## src/rtl/ldr_pkg.sv

```systemverilog
package ldr_pkg;

  localparam int unsigned COORD_W     = 6;
  localparam int unsigned FRAC        = 8;
  localparam int unsigned COLOR_W     = 32;
  localparam int unsigned CFG_W       = 7;
  localparam int unsigned CFG_IDX_W   = 1;
  localparam int unsigned DVD_W       = COORD_W + FRAC;
  localparam int unsigned STEP_W      = $clog2(DVD_W);
  localparam int unsigned SLOPE_W     = FRAC + 2;
  localparam int unsigned ACC_W       = COORD_W + FRAC + 2;
  localparam int unsigned QUEUE_DEPTH = 2;
  localparam int unsigned QPTR_W      = $clog2(QUEUE_DEPTH);

  localparam logic [CFG_IDX_W-1:0] CFG_RASTER_WIDTH  = CFG_IDX_W'(0);
  localparam logic [CFG_IDX_W-1:0] CFG_RASTER_HEIGHT = CFG_IDX_W'(1);
  localparam logic [CFG_W-1:0]     RASTER_RESET      = CFG_W'(64);

  typedef logic [COORD_W-1:0] coord_t;
  typedef logic [COLOR_W-1:0] color_t;
  typedef logic [CFG_W-1:0]   cfg_t;

  typedef struct packed {
    coord_t start_x;
    coord_t start_y;
    coord_t end_x;
    coord_t end_y;
    color_t line_color;
  } line_cmd_t;

  typedef struct packed {
    coord_t pixel_x;
    coord_t pixel_y;
    color_t pixel_color;
    logic   inside_res;
    logic   last_pixel;
  } pixel_t;

  // one classified line segment, ready to walk
  typedef struct packed {
    coord_t                     major0;
    coord_t                     minor0;
    coord_t                     span;
    logic signed [SLOPE_W-1:0]  slope;
    logic                       swapped;
    logic                       degen;
    color_t                     color;
  } seg_t;

  typedef struct packed {
    logic full;
    logic empty;
  } q_stat_t;

  typedef enum logic [1:0] {
    FE_IDLE,
    FE_DIV,
    FE_PUSH
  } front_state_e;

  typedef enum logic {
    WK_IDLE,
    WK_RUN
  } walk_state_e;

endpackage

```

## src/rtl/ldr_front.sv

```systemverilog
module ldr_front (
  input  logic               clk_i,
  input  logic               rst_ni,
  input  logic               start_i,
  input  ldr_pkg::line_cmd_t cmd_i,
  output logic               busy_o,
  input  ldr_pkg::q_stat_t   q_stat_i,
  output logic               push_o,
  output ldr_pkg::seg_t      seg_o
);

  localparam logic [ldr_pkg::STEP_W-1:0] LAST_STEP = ldr_pkg::STEP_W'(ldr_pkg::DVD_W - 1);

  ldr_pkg::front_state_e state_q, state_d;

  ldr_pkg::coord_t              a1_q, b1_q, span_q, div_q, rem_q;
  logic [ldr_pkg::DVD_W-1:0]    quo_q;
  logic [ldr_pkg::STEP_W-1:0]   step_q;
  logic                         swapped_q, degen_q, neg_q;
  ldr_pkg::color_t              color_q;

  logic                         accept;
  logic [ldr_pkg::COORD_W:0]    dx, dy, adx_w, ady_w;
  ldr_pkg::coord_t              adx, ady, ma1, mb1, ma2, mb2, minor_abs;
  logic                         swap, order, degen;

  logic [ldr_pkg::COORD_W:0]    shifted, diff;
  logic                         ge;
  ldr_pkg::coord_t              rem_d;
  logic [ldr_pkg::SLOPE_W-1:0]  mag;

  // classification of the incoming command
  always_comb begin
    dx    = {1'b0, cmd_i.end_x} - {1'b0, cmd_i.start_x};
    dy    = {1'b0, cmd_i.end_y} - {1'b0, cmd_i.start_y};
    adx_w = dx[ldr_pkg::COORD_W] ? (~dx + 1'b1) : dx;
    ady_w = dy[ldr_pkg::COORD_W] ? (~dy + 1'b1) : dy;
    adx   = adx_w[ldr_pkg::COORD_W-1:0];
    ady   = ady_w[ldr_pkg::COORD_W-1:0];
    swap  = adx < ady;
    ma1   = swap ? cmd_i.start_y : cmd_i.start_x;
    mb1   = swap ? cmd_i.start_x : cmd_i.start_y;
    ma2   = swap ? cmd_i.end_y   : cmd_i.end_x;
    mb2   = swap ? cmd_i.end_x   : cmd_i.end_y;
    order = ma1 > ma2;
    minor_abs = swap ? adx : ady;
    degen = (cmd_i.start_x == cmd_i.end_x) && (cmd_i.start_y == cmd_i.end_y);
  end

  // one restoring division step per cycle
  always_comb begin
    shifted = {rem_q, quo_q[ldr_pkg::DVD_W-1]};
    diff    = shifted - {1'b0, div_q};
    ge      = shifted >= {1'b0, div_q};
    rem_d   = ge ? diff[ldr_pkg::COORD_W-1:0] : shifted[ldr_pkg::COORD_W-1:0];
  end

  always_comb begin
    state_d = state_q;
    unique case (state_q)
      ldr_pkg::FE_IDLE: if (start_i) state_d = degen ? ldr_pkg::FE_PUSH : ldr_pkg::FE_DIV;
      ldr_pkg::FE_DIV:  if (step_q == LAST_STEP) state_d = ldr_pkg::FE_PUSH;
      ldr_pkg::FE_PUSH: if (!q_stat_i.full) state_d = ldr_pkg::FE_IDLE;
      default:          state_d = ldr_pkg::FE_IDLE;
    endcase
  end

  always_comb begin
    busy_o = (state_q != ldr_pkg::FE_IDLE);
    accept = (state_q == ldr_pkg::FE_IDLE) && start_i;
    push_o = (state_q == ldr_pkg::FE_PUSH) && !q_stat_i.full;
  end

  always_comb begin
    mag           = {1'b0, quo_q[ldr_pkg::SLOPE_W-2:0]};
    seg_o.major0  = a1_q;
    seg_o.minor0  = b1_q;
    seg_o.span    = span_q;
    seg_o.slope   = neg_q ? -mag : mag;
    seg_o.swapped = swapped_q;
    seg_o.degen   = degen_q;
    seg_o.color   = color_q;
  end

  always_ff @(posedge clk_i or negedge rst_ni) begin
    if (!rst_ni) begin
      state_q <= ldr_pkg::FE_IDLE;
    end else begin
      state_q <= state_d;
    end
  end

  always_ff @(posedge clk_i) begin
    if (accept) begin
      a1_q      <= order ? ma2 : ma1;
      b1_q      <= order ? mb2 : mb1;
      span_q    <= swap ? ady : adx;
      div_q     <= swap ? ady : adx;
      swapped_q <= swap;
      degen_q   <= degen;
      neg_q     <= dx[ldr_pkg::COORD_W] ^ dy[ldr_pkg::COORD_W];
      color_q   <= cmd_i.line_color;
      quo_q     <= {minor_abs, ldr_pkg::FRAC'(0)};
      rem_q     <= '0;
      step_q    <= '0;
    end else if (state_q == ldr_pkg::FE_DIV) begin
      quo_q  <= {quo_q[ldr_pkg::DVD_W-2:0], ge};
      rem_q  <= rem_d;
      step_q <= step_q + 1'b1;
    end
  end

endmodule

```

## src/rtl/ldr_queue.sv

```systemverilog
module ldr_queue (
  input  logic             clk_i,
  input  logic             rst_ni,
  input  logic             push_i,
  input  ldr_pkg::seg_t    seg_i,
  input  logic             pop_i,
  output ldr_pkg::seg_t    seg_o,
  output ldr_pkg::q_stat_t stat_o
);

  localparam logic [ldr_pkg::QPTR_W:0] FULL_CNT = (ldr_pkg::QPTR_W + 1)'(ldr_pkg::QUEUE_DEPTH);

  ldr_pkg::seg_t               mem_q [ldr_pkg::QUEUE_DEPTH];
  logic [ldr_pkg::QPTR_W-1:0]  wr_ptr_q, rd_ptr_q;
  logic [ldr_pkg::QPTR_W:0]    cnt_q;

  always_comb begin
    stat_o.full  = (cnt_q == FULL_CNT);
    stat_o.empty = (cnt_q == '0);
    seg_o        = mem_q[rd_ptr_q];
  end

  always_ff @(posedge clk_i or negedge rst_ni) begin
    if (!rst_ni) begin
      wr_ptr_q <= '0;
      rd_ptr_q <= '0;
      cnt_q    <= '0;
    end else begin
      if (push_i) wr_ptr_q <= wr_ptr_q + 1'b1;
      if (pop_i)  rd_ptr_q <= rd_ptr_q + 1'b1;
      unique case ({push_i, pop_i})
        2'b10:   cnt_q <= cnt_q + 1'b1;
        2'b01:   cnt_q <= cnt_q - 1'b1;
        default: cnt_q <= cnt_q;
      endcase
    end
  end

  always_ff @(posedge clk_i) begin
    if (push_i) mem_q[wr_ptr_q] <= seg_i;
  end

endmodule

```

## src/rtl/ldr_walker.sv

```systemverilog
module ldr_walker (
  input  logic             clk_i,
  input  logic             rst_ni,
  input  ldr_pkg::seg_t    seg_i,
  input  ldr_pkg::q_stat_t q_stat_i,
  output logic             pop_o,
  input  ldr_pkg::cfg_t    width_i,
  input  ldr_pkg::cfg_t    height_i,
  output logic             pix_valid_o,
  output ldr_pkg::pixel_t  result_o
);

  ldr_pkg::walk_state_e state_q, state_d;

  ldr_pkg::coord_t                major_q, left_q;
  logic [ldr_pkg::ACC_W-1:0]      acc_q;
  logic signed [ldr_pkg::SLOPE_W-1:0] slope_q;
  logic                           swapped_q, degen_q;
  ldr_pkg::color_t                color_q;
  ldr_pkg::pixel_t                out_q, out_d;
  logic                           strobe_q, strobe_d;

  ldr_pkg::coord_t                minor, px, py;
  logic                           last;
  logic [ldr_pkg::ACC_W-1:0]      slope_ext;

  always_comb begin
    minor     = acc_q[ldr_pkg::FRAC +: ldr_pkg::COORD_W];
    px        = swapped_q ? minor : major_q;
    py        = swapped_q ? major_q : minor;
    last      = (left_q == '0);
    slope_ext = {{(ldr_pkg::ACC_W - ldr_pkg::SLOPE_W){slope_q[ldr_pkg::SLOPE_W-1]}}, slope_q};
  end

  always_comb begin
    state_d = state_q;
    unique case (state_q)
      ldr_pkg::WK_IDLE: if (!q_stat_i.empty) state_d = ldr_pkg::WK_RUN;
      ldr_pkg::WK_RUN:  if (last) state_d = ldr_pkg::WK_IDLE;
      default:          state_d = ldr_pkg::WK_IDLE;
    endcase
  end

  always_comb begin
    pop_o    = (state_q == ldr_pkg::WK_IDLE) && !q_stat_i.empty;
    strobe_d = (state_q == ldr_pkg::WK_RUN);
    if (degen_q) begin
      out_d = '{pixel_x: '0, pixel_y: '0, pixel_color: '0, inside_res: 1'b0,
                last_pixel: 1'b1};
    end else begin
      out_d.pixel_x     = px;
      out_d.pixel_y     = py;
      out_d.pixel_color = color_q;
      out_d.inside_res  = ({1'b0, px} < width_i) && ({1'b0, py} < height_i);
      out_d.last_pixel  = last;
    end
  end

  assign pix_valid_o = strobe_q;
  assign result_o    = out_q;

  always_ff @(posedge clk_i or negedge rst_ni) begin
    if (!rst_ni) begin
      state_q  <= ldr_pkg::WK_IDLE;
      strobe_q <= 1'b0;
    end else begin
      state_q  <= state_d;
      strobe_q <= strobe_d;
    end
  end

  always_ff @(posedge clk_i) begin
    if (pop_o) begin
      major_q   <= seg_i.major0;
      acc_q     <= {2'b00, seg_i.minor0, ldr_pkg::FRAC'(0)};
      left_q    <= seg_i.span;
      slope_q   <= seg_i.slope;
      swapped_q <= seg_i.swapped;
      degen_q   <= seg_i.degen;
      color_q   <= seg_i.color;
    end else if (state_q == ldr_pkg::WK_RUN) begin
      major_q <= major_q + 1'b1;
      acc_q   <= acc_q + slope_ext;
      left_q  <= left_q - 1'b1;
    end
    if (strobe_d) out_q <= out_d;
  end

endmodule

```

## src/rtl/line_dda_rasterizer_top.sv

```systemverilog
// Line rasterizer. A command is taken when start_i is high and busy_o is low.
// The front end classifies the line in the cycle it is taken. Unless both
// endpoints coincide, it then runs a one-bit-per-cycle slope divider. It then
// hands the segment to a two-entry queue. busy_o stays high from the accepting
// edge through the divider and the hand-off, and for as long as the queue is
// full, so a new command is taken only once the last segment has been handed
// off. The pixel walker loads a segment from the queue and then emits one
// pixel per cycle on pix_valid_o/result_o. Each result is shown for exactly
// one cycle and cannot be held off, so the receiver must take every strobe. A
// line whose endpoints coincide gives one result with inside_res clear and
// last_pixel set. Raster width and height are written through cfg_we_i while
// no command is in flight; the user must keep to this, as the block itself
// does not enforce it.
module line_dda_rasterizer_top (
  input  logic                             clk_i,
  input  logic                             rst_ni,
  input  logic                             start_i,
  output logic                             busy_o,
  input  ldr_pkg::line_cmd_t               cmd_i,
  input  logic                             cfg_we_i,
  input  logic [ldr_pkg::CFG_IDX_W-1:0]    cfg_idx_i,
  input  ldr_pkg::cfg_t                    cfg_data_i,
  output logic                             pix_valid_o,
  output ldr_pkg::pixel_t                  result_o
);

  ldr_pkg::cfg_t    width_q, height_q;
  ldr_pkg::seg_t    front_seg, queue_seg;
  ldr_pkg::q_stat_t q_stat;
  logic             push, pop;

  always_ff @(posedge clk_i or negedge rst_ni) begin
    if (!rst_ni) begin
      width_q  <= ldr_pkg::RASTER_RESET;
      height_q <= ldr_pkg::RASTER_RESET;
    end else if (cfg_we_i) begin
      unique case (cfg_idx_i)
        ldr_pkg::CFG_RASTER_WIDTH:  width_q  <= cfg_data_i;
        ldr_pkg::CFG_RASTER_HEIGHT: height_q <= cfg_data_i;
      endcase
    end
  end

  ldr_front u_front (
    .clk_i    (clk_i),
    .rst_ni   (rst_ni),
    .start_i  (start_i),
    .cmd_i    (cmd_i),
    .busy_o   (busy_o),
    .q_stat_i (q_stat),
    .push_o   (push),
    .seg_o    (front_seg)
  );

  ldr_queue u_queue (
    .clk_i  (clk_i),
    .rst_ni (rst_ni),
    .push_i (push),
    .seg_i  (front_seg),
    .pop_i  (pop),
    .seg_o  (queue_seg),
    .stat_o (q_stat)
  );

  ldr_walker u_walker (
    .clk_i       (clk_i),
    .rst_ni      (rst_ni),
    .seg_i       (queue_seg),
    .q_stat_i    (q_stat),
    .pop_o       (pop),
    .width_i     (width_q),
    .height_i    (height_q),
    .pix_valid_o (pix_valid_o),
    .result_o    (result_o)
  );

endmodule

```

## config.mk

```make
export PLATFORM = sky130hd
export DESIGN_NAME = line_dda_rasterizer_top
export DESIGN_NICKNAME = d
export VERILOG_FILES = /design/src/rtl/ldr_pkg.sv /design/src/rtl/ldr_front.sv /design/src/rtl/ldr_queue.sv /design/src/rtl/ldr_walker.sv /design/src/rtl/line_dda_rasterizer_top.sv
export SDC_FILE = /design/constraint.sdc
export NUM_CORES = 1
export LEC_CHECK = 0
export BUFFER_PORTS_ARGS = -buffer_cell sky130_fd_sc_hd__buf_2
export CAP_MARGIN = 10
export CORE_MARGIN = 2
export CORE_UTILIZATION = 30
export CTS_CLUSTER_DIAMETER = 40
export DETAILED_ROUTE_END_ITERATION = 8
export GPL_ROUTABILITY_DRIVEN = 0
export PLACE_DENSITY_LB_ADDON = 0.3
export SLEW_MARGIN = 25
export SYNTH_ARGS = -nofsm -noshare
export SYNTH_HDL_FRONTEND = slang
export SYNTH_HIERARCHICAL = 1
export SYNTH_SLANG_ARGS = --single-unit
```

## constraint.sdc

```tcl
create_clock -name clk_i -period 3.65 [get_ports clk_i]
set_input_delay 0.1825 -clock clk_i [delete_from_list [all_inputs] [get_ports clk_i]]
set_output_delay 0.1825 -clock clk_i [all_outputs]
set_load 0.03 [all_outputs]
```

== Word-level counts from Yosys, hierarchy flattened ==
Memory sizes are Yosys's and may differ from the RTL's.
Cells that the tools add are included.
Storage, ports and cells
  logic and storage cells: 118
  latch bits: 0
  bits in read-only memories: 0
  memories kept: 1
  register bits after elaboration: 217
  bits in writable memories: 124
Memory list
  u_queue.mem_q: words 2, width 62, rd ports 1, clocked after Yosys merged registers in 0, write ports 1, line ldr_queue.sv:13  | ldr_pkg::seg_t mem_q [ldr_pkg::QUEUE_DEPTH];
Cells by class
  bitwise operators: 5
  $lt $le $gt $ge: 5
  shifts and indexed selects: 0
  muxes and demuxes: 33
  reductions and logical operators: 17
  equality and inequality tests: 11
  $mul: 0
  add/sub/neg operators: 14
  divide/modulo/power cells: 0
Operator list (count)
  6-bit two-way mux: 17
  14-bit two-way mux: 4
  6-bit by 1-bit adder with 6-bit output (second input constant): 3
  16-bit adder: 1
  6-bit by 7-bit less-than comparator with 1-bit output: 2
  6-bit by 6-bit subtractor with 7-bit output: 2
  6-bit equality test: 2
  6-bit inverter: 2
  10-bit two-way mux: 1
  9-bit negation with 10-bit output: 1
  2-bit two-way mux: 4
  2-bit nonzero test: 4
  7-bit by 6-bit >= comparator with 1-bit output: 1
  2-bit equality test (second input constant): 3
  6-bit > comparator: 1
  6-bit logical NOT: 1
  6-bit less-than comparator: 1
  2-bit case mux with 3 select lines: 1
  6-bit by 1-bit subtractor with 6-bit output (second input constant): 1
  6-bit subtractor: 1
  1-bit logical AND: 5
  4-bit by 1-bit adder with 4-bit output (second input constant): 1
  2-bit by 1-bit equality test with 1-bit output (second input constant): 2
  4-bit equality test (second input constant): 1
  other kinds (14): 23

== Depth between registers and ports, before layout ==
Gate-level depths: netlist of the first run.
  depth after elaboration: 8
  gate-level depth with buffers: 25
  gate-level depth less buffers: 22

== Cells and area by module ==
The synthesis of the first run kept the hierarchy.
Modules (own cells, without submodules)
  ldr_walker: area each 5157.4 um^2, times used 1, cells each 373, sequential area each 3453.3 um^2
  ldr_queue: area each 4958.5 um^2, times used 1, cells each 209, sequential area each 3823.7 um^2
  ldr_front: area each 4560.6 um^2, times used 1, cells each 412, sequential area each 2182.1 um^2
  line_dda_rasterizer_top: area each 568.0 um^2, times used 1, cells each 31, sequential area each 352.8 um^2

== Least setup slack after synthesis of the first run ==
Ideal clock, no wire load.
  path type: input-to-reg
  start point: in cmd_i[53] (netlist bit)
  end point: reg u_front.a1_q[0], data pin
  path slack: -1.193 ns
  stages on the path: 22
  path buffers: 3
  data arrival time: 4.580 ns
  path through: inv_1 > ha_1 > a21o_1 > a21o_1 > a211oi_4 > mux2i_1 > ha_1 > a2111o_1 > a31o_1 > a21oi_2 > buf_6 > buf_4 > o21ai_0 > ha_1 > nor2b_1 > o21a_1 > o21a_1 > o21ai_0 > a21oi_1 > buf_2 > mux2i_1 > mux2i_1
Between the ends
  word-level cells in the longest chain between the ends: 8
Ends and longest elaborated chain
  start, declared: line line_dda_rasterizer_top.sv:19  | input ldr_pkg::line_cmd_t cmd_i,
  6-bit by 6-bit subtractor with 7-bit output *: line ldr_front.sv:34  | dx = {1'b0, cmd_i.end_x} - {1'b0, cmd_i.start_x};
  6-bit inverter: line ldr_front.sv:36  | adx_w = dx[ldr_pkg::COORD_W] ? (~dx + 1'b1) : dx;
  6-bit by 1-bit adder with 6-bit output: line ldr_front.sv:36
  6-bit two-way mux *: line ldr_front.sv:36
  6-bit less-than comparator *: line ldr_front.sv:40  | swap = adx < ady;
  via u_front.swap: line ldr_front.sv:25  | logic swap, order, degen;
  6-bit two-way mux, on equally long branches: line ldr_front.sv:41, ldr_front.sv:43
  6-bit > comparator: line ldr_front.sv:45  | order = ma1 > ma2;
  6-bit two-way mux *: line ldr_front.sv:95  | a1_q <= order ? ma2 : ma1;
  end signal, assigned: line ldr_front.sv:95
  end, declared: line ldr_front.sv:16  | ldr_pkg::coord_t a1_q, b1_q, span_q, div_q, rem_q;
The timed path passes the listed nets; every way through them passes the cells marked *.
A chain may end at the register's enable or synchronous reset.

== Worst setup path after layout of the first run ==
  start point: in cmd_i[53] (netlist bit)
  end point: reg u_front.b1_q[3], data pin
Between the ends
  word-level cells in the longest chain between the ends: 8
Ends and longest elaborated chain
  6-bit by 6-bit subtractor with 7-bit output: line ldr_front.sv:34
  6-bit inverter: line ldr_front.sv:36
  6-bit by 1-bit adder with 6-bit output: line ldr_front.sv:36
  6-bit two-way mux: line ldr_front.sv:36
  6-bit less-than comparator: line ldr_front.sv:40
  6-bit two-way mux, on equally long branches: line ldr_front.sv:41, ldr_front.sv:43
  6-bit > comparator: line ldr_front.sv:45
  6-bit two-way mux *: line ldr_front.sv:96  | b1_q <= order ? mb2 : mb1;
  end signal, assigned: line ldr_front.sv:96
  end, declared: line ldr_front.sv:16
Mark *: on every way between the ends. The rest lies on a longest branch, timed or not.

==> results of run 1 <==
[area by class of cell]
class | count | area (sq um) | share of cell area [%]
sequential | 339 | 9820 | 50.3
multi-input combinational | 603 | 5180 | 26.6
timing repair buffer | 246 | 1790 | 9.18
clock buffer | 60 | 1310 | 6.72
tap | 672 | 841 | 4.31
clock inverter | 33 | 379 | 1.94
inverter | 47 | 181 | 0.930
[cell families after synthesis]
family / synth area share [%]
and+or+nand+nor: 6.85
adders and majority gates: 5.53
DFF: 64.4
AOI/OAI and AO/OA: 6.23
muxes: 10.8
xor gates and xnor gates: 3.04
buffers and inverters: 3.17
[power breakdown]
| part | internal (mW) | switching (mW) |
|---|---|---|
| Combinational | 2.73 | 2.93 |
| Sequential | 5.30 | 0.489 |
| Clock | 2.96 | 1.79 |
| Total | 11.0 | 5.21 |
[through the flow]
step                      instance area (sq um)  power, mW  hold slack [ns]
after global placement                    17100       10.9            0.218
after detailed placement                  17100       11.0            0.224
after floorplan                           15300       9.89           -0.113
after CTS                                 19400       16.3           0.0619
after global routing                      19500       17.2           0.0736
final                                     19500       16.2           0.0786
[critical path, delay by kind of cell]
| family | cells | cell delay [ns] |
|---|---|---|
| multiplexers | 3 | 0.60 |
| buffers and inverters | 4 | 0.41 |
| AND/OR/NAND/NOR | 2 | 0.19 |
| AO/OA/AOI/OAI | 11 | 2.18 |
| adder cells (fa/ha/maj) | 3 | 0.73 |
[cells in the final DEF (no fill, tap or decap), drive strengths merged, types with 3 or more instances in the layout]
| master | synthesis | layout |
|---|---|---|
| and2 | 4 | 4 |
| mux2 | 87 | 87 |
| a22o | 9 | 9 |
| o211ai | 3 | 3 |
| clkinv | 0 | 12 |
| nor3 | 6 | 6 |
| dfrtp | 20 | 20 |
| nand2b | 7 | 7 |
| buf | 21 | 206 |
| nand2 | 82 | 82 |
| a21oi | 31 | 31 |
| nand3 | 9 | 9 |
| clkinvlp | 0 | 8 |
| edfxtp | 291 | 291 |
| inv | 47 | 55 |
| fa | 4 | 4 |
| o21a | 5 | 5 |
| nor2b | 49 | 49 |
| bufinv | 0 | 5 |
| or2 | 3 | 3 |
| xnor2 | 29 | 29 |
| or3 | 3 | 3 |
| dfxtp | 26 | 26 |
| nor2 | 36 | 36 |
| nand3b | 3 | 3 |
| dlygate4sd3 | 0 | 40 |
| a21o | 14 | 14 |
| xor2 | 24 | 24 |
| o22ai | 5 | 5 |
| o31ai | 5 | 5 |
| clkbuf | 15 | 60 |
| a211oi | 4 | 4 |
| o21ai | 52 | 52 |
| nand4 | 7 | 7 |
| mux2i | 42 | 42 |
| ha | 61 | 61 |
[final timing paths]
check | endpoint | slack (ns) | from | depth (start not counted)
max in group asynchronous | u_queue/rd_ptr_q | 3.04 | rst_ni | 2
worst max register to register | u_walker/acc_q[12] | 1.16 | u_walker/slope_q[0] | 8
worst max-delay path | u_front/b1_q[3] | -0.39 | cmd_i[53] | 23
worst min-delay path | width_q[2] | 0.08 | cfg_idx_i | 3
min in group asynchronous | u_walker/pix_valid_o | 0.17 | rst_ni | 2
worst min register to register | u_queue/mem_q[1][33] | 0.44 | u_front/swapped_q | 0
[what timing repair did]
action                                  4_1_cts  5_1_grt
endpoints found under the setup margin       12       15
buffers inserted                              9        2
endpoints found under the hold margin        66        0
cloned                                        1        0
resized for setup                            27       21
hold buffers                                 40        0
pin swaps                                     9        8
[state kept, by name (all words and copies together), names as in the netlist, 2 cells and up]
signal,cells
u_front/div_q,6
u_front/state_q,2
u_front/quo_q,14
u_walker/color_q,32
u_front/b1_q,6
u_front/color_q,32
u_front/step_q,4
u_queue/mem_q,124
height_q,7
u_walker/slope_q,10
u_front/a1_q,6
u_queue/cnt_q,2
u_walker/result_o,46
u_walker/left_q,6
u_front/rem_q,6
u_walker/acc_q,14
u_walker/major_q,6
width_q,7
[metal layers]
metal  GRT usage [%]  up-vias
li1                -     4319
met1            13.6     4204
met2            20.0      174
met3            2.32       51
met4            4.04        0
met5               0        -
==> results.md, run 1 <==
* Status: finished, violations left
* Violated checks: negative setup slack
* Placed insts at ~1900
* Critical path class: input port to register
* Netlist Area Pre-Place at about 15000 sq um
* Final layout net count at about 1400
* CP cell instances: buf_8, clkinv_4, ha_4, a21o_1, a21o_1, a211oi_4, mux2i_2, ha_1, a2111o_1, a31o_1, a21oi_4, buf_12, nand2_2, o21ai_1, ha_1, nor2b_4, o21a_1, o21a_1, o21ai_2, a21oi_4, buf_6, mux2i_2, mux2i_1
* Post-synth cell types at just over 60
* Top layer in use: met4
* Max Cap Viol at 0
* H-tree depth at 2
* P per Cell Area at 831 nW/um^2
* WP data required at ~3.9 ns
* GRT overflow at 0
* Max Transition Viols Final at 0
* Die W at roughly 230 um
* Ys async rst share at under 10%
* Setup Viol. Count Final at 12
* Filler instances at 4679
* Starting Density at a little under a third
* Top-count cell post-synth: edfxtp_1
* DRC Markers at 0
* Crit end category: register
* Main flop type after synthesis: edfxtp_1
* Yosys top cell by area: edfxtp_1
* Fraction of layout cells with a size suffix above 1 at between 30% and 40%
* Synth Register Bits at approximately 340
* WL/cell at between 10 and 15 um
* Synth top cells by count: edfxtp_1, nand2_1, mux2_4
* Final non-filler cell total at 2000
* Sink Count at between 300 and 400
* Met3 Wirelength at 1410 um
* Vias in the first global route at between 9000 and 10000
* Ant. Diodes at 0
* EDFF count, synth at just under 300
* Iter 0 DRT Violations at 426
* Syn-to-layout area delta at 27.9%
* Core box area at 50200 sq um
* Num CTS Buffers at 50
* Final core occ at approximately two fifths
* Sequential fraction of the synthesis area at between 60% and 70%
* Period minus WS final at a little over 4 ns
* Critical Path AT at between 4 and 5 ns
* Largest cells by area after synthesis: edfxtp_1, mux2_4, ha_1
* Post-DP HPWL at around 20000 um
* Drt pass-1 iters at 6
* Vias per inst at between 4 and 5
* Worst-path clk slew at approximately 0.050 ns
* Final Cycle Share at 111%
* Setup WS pre-CTS at -1.30 ns
* Syn Inst Count at 1025
* Final WS setup at -0.388 ns
* Via count at approximately 9000
* Clk Latency, worst-skew pair at 0.56 ns
* Worst setup SP type: input port
* Leak at between 7 and 8 nW
* Worst Path Max Fanout at 7
* CP max stage delay at 0.40 ns
* Yosys warnings at 6
* Top cell type's share of synthesized area at between 50% and 60%
* CTS tree: built
* Clk_skew at between 0.02 and 0.025 ns
* Least-Margin Pin Slew at roughly 0.86 ns
* Max frequency at around 0.25 GHz
* Avg Cell Area, Syn at around 15 sq um
* DIE AREA at 52600 sq um
* Number of cell rows at 82
* Hold Fails Final Rpt at 0
* Routed WL at between 20000 and 30000 um
* CTS max path bufs at 3
* Port bufs at 115
* Root Buffer: clkbuf_16
* Setup total negative slack at -4.51 ns
* Total track usage at between 10% and 20%
* Initial antenna violation count at 0
* Die Y-Extent at approximately 230 um
* Slew HR at a little over two fifths
* Largest net degree at the start of global routing at 74
* Mapped Nets at approximately 1200
* I/O pin count at approximately 120
* First-pass GRT wire length at around 48000 um
* WL met2 at around 15000 um
* Max IR drop VDD at between 0.4 and 0.5 mV
* Hold Path Class: input port to register
* Slowest-stage cell, CP: a211oi_4
* Post-DRT Antenna Nets at 0
* WL met1 at around 13000 um
* Unrepaired setup endpoints after global routing: true
Note: power is estimated with default switching activity, not from simulation.
==> inputs of run 2 (changes only) <==
--- a/config.mk
+++ b/config.mk
@@ -7,11 +7,14 @@
 export LEC_CHECK = 0
 export BUFFER_PORTS_ARGS = -buffer_cell sky130_fd_sc_hd__buf_2
 export CAP_MARGIN = 10
+export CELL_PAD_IN_SITES_DETAIL_PLACEMENT = 0
+export CELL_PAD_IN_SITES_GLOBAL_PLACEMENT = 2
 export CORE_MARGIN = 2
 export CORE_UTILIZATION = 30
 export CTS_CLUSTER_DIAMETER = 40
 export DETAILED_ROUTE_END_ITERATION = 8
 export GPL_ROUTABILITY_DRIVEN = 0
+export GPL_TIMING_DRIVEN = 0
 export PLACE_DENSITY_LB_ADDON = 0.3
 export SLEW_MARGIN = 25
 export SYNTH_ARGS = -nofsm -noshare
==> results.md, run 2 (same netlist as run 1, synthesis figures left out) <==
* CP max stage delay at 0.42 ns (was 0.40 ns)
* Reg2Reg Setup Slack at 0.90 ns (was 1.16 ns)
* Biggest register: u_queue/mem_q (unchanged)
* H-tree depth at 2 (unchanged)
* Max IR drop VDD at 0.429 mV (was 0.415 mV)
* Max reg flops at 124 (unchanged)
* Unrepaired setup endpoints after global routing: true (unchanged)
* Placed insts at 1818 (was 1855)
* I/O pin count at 116 (unchanged)
* Reg2reg end: u_queue/cnt_q[1] (was u_walker/acc_q[12])
* Worst-path clk slew at 0.05 ns (about the same)
* GRT overflow at 0 (unchanged)
* DP Area at 16900 sq um (was 17100 sq um)
* DRC Markers at 0 (unchanged)
* Max Cap Viol at 0 (unchanged)
* WHS Path Cells at 3 (unchanged)
* Num CTS Buffers at 52 (was 50)
* DIE AREA at 52600 sq um (unchanged)
* Least-Margin Pin Slew at 0.750 ns (was 0.857 ns)
* CTS max path bufs at 3 (unchanged)
* Setup Viol. Count Final at 12 (unchanged)
* Crit end category: register (unchanged)
* Via count at 8718 (was 8748)
* Hold Path End: u_front/b1_q[0] (was width_q[2])
* Final layout net count at 1415 (was 1420)
* Final Cycle Share at 115% (was 111%)
* Slowest-stage cell, CP: a2111o_1 (was a211oi_4)
* Largest net degree at the start of global routing at 54 (was 74)
* Number of cell rows at 82 (unchanged)
* Commonest non-fill, non-tap cell in the layout: edfxtp_1 (unchanged)
* CTS tree: built (unchanged)
* Critical path class: input port to register (unchanged)
* Worst Setup SP: cmd_i[53] (unchanged)
* Most frequent cells in the layout: edfxtp_1, buf_2, nand2_1, mux2_4, clkbuf_16 (was edfxtp_1, buf_2, nand2_1, buf_4, mux2_4)
* Hold Path Origin: cmd_i[38] (was cfg_idx_i)
* Post-DP HPWL at 21700 um (was 19600 um)
* Crit-path leading delay family: compound AO/OA/AOI/OAI gates (unchanged)
* Final WS setup at -0.530 ns (was -0.388 ns)
* Worst setup SP type: input port (unchanged)
* Critical Path AT at 4.49 ns (was 4.31 ns)
* WL/cell at 16.0 um (was 14.8 um)
* P per Cell Area at 859 nW/um^2 (was 831 nW/um^2)
* Clk Latency, worst-skew pair at 0.58 ns (was 0.56 ns)
* Post-route cell area at 19900 sq um (was 19500 sq um)
* Routed WL at 31900 um (was 29600 um)
* Syn-to-layout area delta at 30.2% (was 27.9%)
* Max frequency at 0.239 GHz (was 0.248 GHz)
* Seq. cell area at 9820 sq um (about the same)
* Die Y-Extent at 229 um (unchanged)
* Period minus WS final at 4.18 ns (was 4.04 ns)
* Setup WS pre-CTS at -1.75 ns (was -1.30 ns)
* Worst r2r src: u_queue/cnt_q[0] (was u_walker/slope_q[0])
* Core box area at 50200 sq um (unchanged)
* Clk_skew at 0.0169 ns (was 0.0235 ns)
* Iter 0 DRT Violations at 309 (was 426)
* Ant. Diodes at 0 (unchanged)
* Fraction of layout cells with a size suffix above 1 at 33.1% (about the same)
* WP data required at 3.96 ns (was 3.92 ns)
* Leak at 7.79 nW (was 7.73 nW)
* Final non-filler cell total at 1997 (was 2000)
* Hold Fails Final Rpt at 0 (unchanged)
* CP bufs+invs at 7 (was 4)
* Vias per inst at 4.37 (about the same)
* Worst Path Max Fanout at 5 (was 7)
* Total track usage at 12.3% (was 11.3%)
* Filler instances at 4691 (was 4679)
* Status: finished, violations left (unchanged)
* Setup total negative slack at -6.05 ns (was -4.51 ns)
* Port bufs at 115 (unchanged)
* Starting Density at 30.4% (unchanged)
* Sink Count at 339 (unchanged)
* Violated checks: negative setup slack (unchanged)
* Tot Pwr at 17.1 mW (was 16.2 mW)
* Hold Path Class: input port to register (unchanged)
* R2R cell count at 9 (was 8)
* Max Transition Viols Final at 0 (unchanged)
* Multi-input logic area at 5390 sq um (was 5180 sq um)
* Slew HR at 50.0% (was 42.8%)
* Vias in the first global route at 9258 (was 9211)
* Post-DRT Antenna Nets at 0 (unchanged)
* Drt pass-1 iters at 4 (was 6)
* Die W at 229 um (unchanged)
* First-pass GRT wire length at 50500 um (was 47900 um)
* Root Buffer: clkbuf_16 (unchanged)
* Initial antenna violation count at 0 (unchanged)
## run 2: cell count changes in the layout (fill, tap and decap cells not counted), sizes merged
| cell | previous run | this run |
|---|---|---|
| clkinv | 12 | 15 |
| buf | 206 | 181 |
| bufbuf | 0 | 1 |
| clkbuf | 60 | 78 |
| inv | 55 | 59 |
| clkinvlp | 8 | 3 |
| bufinv | 5 | 4 |
| dlygate4sd3 | 40 | 42 |
## run 2: through the flow
stage	utilization, %	hold WS [ns]
floorplan	-	-0.113
global placement	33.4	0.238
detailed placement	33.7	0.243
CTS	39.5	0.00177
global route	39.6	0.0254
finish	39.6	0.0342
## run 2: routing by layer
metal	part of all wire, %	routed length [um]	vias up	track usage (%)
met3	4.1	1290	54	2.30
li1	-	-	4298	-
met1	44	14100	4203	15.3
met2	49	15700	163	21.0
met4	2.4	757	0	4.53
met5	0	0	-	0
## run 2: how the worst max path moves through the flow
stage                            to  slack (ns)  cells after the start
global route        u_front/b1_q[3]       -0.71                     26
floorplan           u_front/a1_q[0]       -0.74                     22
global placement    u_front/a1_q[1]       -1.83                     25
detailed placement  u_front/a1_q[1]       -1.75                     25
finish              u_front/a1_q[1]       -0.53                     26
CTS                 u_front/a1_q[4]       -0.49                     26
## run 2: power by group
group          internal (mW)  leakage (nW)  switching [mW]
logic                   3.20          3.69            3.21
registers               5.30          3.25           0.486
clock network           3.04         0.851            1.82
## run 2: cell type report
class                      instances  share of cell area (%)
sequential                       339                    49.4
clock buffer                      63                    7.02
buffer                            36                    1.76
timing repair buffer             203                    7.67
clock inverter                    34                    1.76
inverter                          47                   0.952
multi-input combinational        603                    27.2
tap                              672                    4.23
## run 2: worst register-to-register path: stages, from the launching register on
cell      delay, ns
dfrtp_1        0.43
nor2_1         0.10
clkbuf_1       0.28
nor2_1         0.20
clkbuf_1       0.46
buf_4          0.32
buf_16         0.27
ha_1           0.34
nor2_1         0.14
xor2_1         0.15
## run 2: timing repair
item | in CTS | in global routing
cloned | 1 | 0
buffers inserted | 38 | 1
pin swaps | 26 | 7
hold endpoints to repair | 69 | 0
hold buffers | 42 | 0
setup endpoints to repair | 12 | 12
resized for setup | 90 | 12
